### src/hdl/vau_isqrt.sv
// Pipelined integer square root, one root bit per register stage.
// Depends on nothing; used by vector3_arithmetic_unit.
module vau_isqrt #(
  parameter int WORD_BITS = 32
) (
  input  logic                     clk,
  input  logic [2*WORD_BITS-1:0]   rad_i,
  output logic [WORD_BITS-1:0]     root_o
);

  localparam int RW = WORD_BITS + 2;

  logic [2*WORD_BITS-1:0] rad_in  [WORD_BITS];
  logic [RW-1:0]          rem_in  [WORD_BITS];
  logic [WORD_BITS-1:0]   root_in [WORD_BITS];
  logic [2*WORD_BITS-1:0] rad_r   [WORD_BITS];
  logic [RW-1:0]          rem_r   [WORD_BITS];
  logic [WORD_BITS-1:0]   root_r  [WORD_BITS];

  for (genvar k = 0; k < WORD_BITS; k++) begin : g_stage
    logic [RW+1:0] cur;
    logic [RW+1:0] trial;
    logic          ge;

    if (k == 0) begin : g_first
      assign rad_in[k]  = rad_i;
      assign rem_in[k]  = '0;
      assign root_in[k] = '0;
    end else begin : g_next
      assign rad_in[k]  = rad_r[k-1];
      assign rem_in[k]  = rem_r[k-1];
      assign root_in[k] = root_r[k-1];
    end

    assign cur   = {rem_in[k], rad_in[k][2*WORD_BITS-1 -: 2]};
    assign trial = {2'b00, root_in[k], 2'b01};
    assign ge    = (cur >= trial);

    always_ff @(posedge clk) begin
      rad_r[k]  <= {rad_in[k][2*WORD_BITS-3:0], 2'b00};
      rem_r[k]  <= ge ? RW'(cur - trial) : RW'(cur);
      root_r[k] <= {root_in[k][WORD_BITS-2:0], ge};
    end
  end

  assign root_o = root_r[WORD_BITS-1];

endmodule

### config.mk
export PLATFORM = sky130hd
export DESIGN_NAME = vau_isqrt
export DESIGN_NICKNAME = d
export VERILOG_FILES = /design/src/hdl/vau_isqrt.sv
export SDC_FILE = /design/constraint.sdc
export NUM_CORES = 2
export LEC_CHECK = 0
export BUFFER_PORTS_ARGS = -buffer_cell sky130_fd_sc_hd__buf_2
export CAP_MARGIN = 30
export CORE_ASPECT_RATIO = 1.2
export CORE_MARGIN = 5
export CORE_UTILIZATION = 30
export CTS_BUF_LIST = sky130_fd_sc_hd__clkbuf_16
export DETAILED_ROUTE_END_ITERATION = 10
export HOLD_SLACK_MARGIN = 0.05
export MAX_ROUTING_LAYER = met4
export PLACE_DENSITY = 0.54
export SLEW_MARGIN = 40
export SYNTH_ARGS = -nofsm -noshare
export SYNTH_HDL_FRONTEND = slang
export SYNTH_MEMORY_MAX_BITS = 65536
export SYNTH_SLANG_ARGS = --single-unit
### constraint.sdc
create_clock -name clk -period 3.4 [get_ports clk]
set_clock_uncertainty 0.05 [all_clocks]
set_input_delay 0.34 -clock clk [delete_from_list [all_inputs] [get_ports clk]]
set_output_delay 0.34 -clock clk [all_outputs]
set_load 0.005 [all_outputs]
==> results.cfg <==
[yosys]
yosys.area.top_type = dfxtp_1
synth_cell_types = 83
synth_top_area_share = 0.5453
post_synth.cell_area_avg_um2 = 10.09
yosys_warnings = 0
syn_nets = 9807
synth-edff-count = 0
synth-xor-area-share = 0.08142
synth_mux_area_frac = 0.008510
synth_fa_ha_area_frac = 0.07592
synth_compound_area_frac = 0.1265
synth-simple-area-share = 0.1258
synth-seq-cells = 2523
ys.flop_type = dfxtp_1
syn-cell-area_um2 = 92620
yosys-top-cells-area = dfxtp_1 55%, ha_1 7.6%, xor2_1 4.1%
synthCells = 9180
seq_area_frac_synth = 0.5453
synthArstFlopShare = 0
synth_top_family_by_area = compound AO/OA/AOI/OAI gates

[worst_setup_path]
worst_ep_arrival_time_ns = 4.11
crit_buf_inv = 1
max_stage_delay_ns = 0.52
cp_top_family = simple AND/OR/NAND/NOR gates
critPathCaptureType = register
crit_fanout = 4
critPathSlowestCell = or4_4
critPathLaunchType = register
crit_type = reg2reg
crit_required_ns = 4.03
crit_chain = or4_4 > or4_4 > or3_4 > or3_4 > or4_4 > or3_4 > or3b_1 > buf_6 > nor2_2 > xor2_1

[place]
placed_cell_area_um2 = 99630
dp_hpwl_mm = 168.3
port_buffers = 96
gp_congestion = 0.8757
dp_cells = 13380

[global_routing]
grt_start_max_net_pins = 57
grt_first_pass_wirelength_mm = 348.5
globalRouteOverflowTotal = 0
grt_usage = 0.1373
grt_pass1_vias = 65780
grt_antenna_before_repair = 7

[die]
initial_core_util = 0.3012
rows = 223
dieArea_um2 = 320000
io_pins = 97
die_w_um = 517.2
die_y_um = 618.7
coreArea_um2 = 307500

[pwr]
leakage_nw = 50.48
power_density_nw_per_um2 = 722.7
irDropWorstVdd_v = 0.0004646

[routing]
viasPerCell = 4.621
final_antenna_net_count = 0
vias = 64570
drtPass1Iterations = 5
drt_iter0_drc = 3151
avgRoutedWirePerCell_um = 15.62
drc_errors = 0
drt-total-wl_mm = 218.3

[clocking]
clock_latency_ns = 0.84
htreeDepth = 5
cts.path.max_buffers = 4
cts_tree = yes
clk_pin_slew_worst_paths_ns = 0.06
cts_root_buf = clkbuf_16
cts_buffers = 277
clkSinkCount = 2523

[timing]
maxSlewViolCount = 0
hold_slack_ns = 0.1345
period_share = 1.022
timing.final.crit_period_ns = 3.476
fmax_ghz = 0.2877
tightest_slew_ns = 0.7443
rsz0062_at_grt = yes
slew_headroom = 0.4975
final-setup-viol-count = 9
fin_ws_ns = -0.07581
final-hold-violation-count = 0

[finish]
synthToLayoutAreaGrowth_pct = 18.37
fin_area_um2 = 109600
final_util = 0.3566
fill_cells = 30810
stdcell_count = 13970
drive_gt1_frac = 0.09476
final_nets = 10340

[status]
outcome = finished, violations left
violations = negative setup slack

[flow_run]
drv_cap = 0

[min_path]
hold_path_class = in2reg
[metal layers]
layer  wire, um  GRT usage  vias to the layer above
met3       8374    0.02021                      525
met4       9404    0.05529                        0
met2     113000     0.2514                     1263
met1      87520     0.1480                    30250
met5          0          -                        -
li1           -          -                    32530
[cells in the mapped netlist (all sizes together), types with 32 or more instances]
master	n
o21ai	534
clkbuf	173
xor2	438
o21bai	50
a211oi	64
dfxtp	2523
nand3	148
nor2	540
or4	65
a21oi	579
nor4	113
nand2	643
mux2	62
nand4	102
a21o	227
o21a	108
a31oi	57
nand2b	116
and2	32
nor2b	88
ha	562
xnor2	423
and3	50
inv	702
or3	102
o211ai	39
nor3	216
or2	45
o31ai	42
[per-stage QoR]
step           power [mW]  TNS [ns]  setup WS, ns
6_report            79.24   -0.3779      -0.07581
4_1_cts             80.52   -0.2998      -0.05660
3_3_place_gp        51.20    -1.488       -0.1207
5_1_grt             83.85    -2.178       -0.1562
2_1_floorplan       46.73   -0.5106       -0.1039
3_5_place_dp        51.36    -1.839       -0.1230
[placed cells by master (no fill, tap or decap), types with 108 or more instances in the layout]
cell type	n
dfxtp_1	2520
inv_1	753
nand2_1	643
a21oi_1	579
ha_1	562
nor2_1	530
o21ai_0	527
xor2_1	438
xnor2_1	423
clkbuf_16	281
buf_4	243
a21o_1	227
nor3_1	207
nand3_1	145
nand2b_1	115
o21a_1	108
[worst register-to-register path, cell delays in order, from the launching register on]
cell	delay, ns
dfxtp_2	0.32
or4_4	0.52
or4_4	0.43
or3_4	0.34
or3_4	0.33
or4_4	0.43
or3_4	0.41
or3b_1	0.21
buf_6	0.12
nor2_2	0.04
xor2_1	0.16
[final cells by class]
class | instances | area (um2) | area share
inverter | 703 | 2645 | 0.02412
tap | 4050 | 5067 | 0.04622
antenna | 2 | 5.005 | 0.00004565
timing repair buffer | 451 | 3578 | 0.03264
clock inverter | 202 | 1593 | 0.01453
sequential | 2523 | 50510 | 0.4607
multi-input combinational | 5761 | 39230 | 0.3578
clock buffer | 280 | 7007 | 0.06391
[logic make-up (layout without fill, tap and decap cells)]
group,Yosys count,after routing
and+or+nand+nor,2360,2361
AOI/OAI and AO/OA,1905,1905
xor gates and xnor gates,861,861
adders and majority gates,562,562
other,1,3
buffers and inverters,897,1636
muxes,71,71
DFF,2523,2523
[final timing paths]
kind	startpoint	to	slack, ns	cells past startpoint
setup reg to reg	rem_r[0][225]	rem_r[0][249]	-0.08	10
hold reg to reg	rad_r[0][75]	rad_r[0][139]	0.22	0
setup / recovery	rem_r[0][225]	rem_r[0][249]	-0.08	10
hold / removal	rad_i[48]	rad_r[0][48]	0.13	2
[flip-flops by register name, summed over array words and instances, names as in the netlist]
signal,flops
root_r,528
rem_r,1003
rad_r,992
[power by group]
part	internal [mW]	switching (mW)	total [mW]	leakage (nW)
Clock	16.5	11.9	28.4	4.36
Sequential	34.4	3.85	38.3	21.1
Combinational	5.74	6.85	12.6	25.0
Total	56.7	22.6	79.2	50.5
[what timing repair did]
item                                    4_1_cts  5_1_grt
hold buffers                                 95        0
setup buffers                                 0        7
endpoints found under the hold margin        65        0
resized for setup                            10       70
pin swaps                                     3        8
endpoints found under the setup margin       48      212
gates cloned                                  1        1
Note: power is estimated with default switching activity, not from simulation.
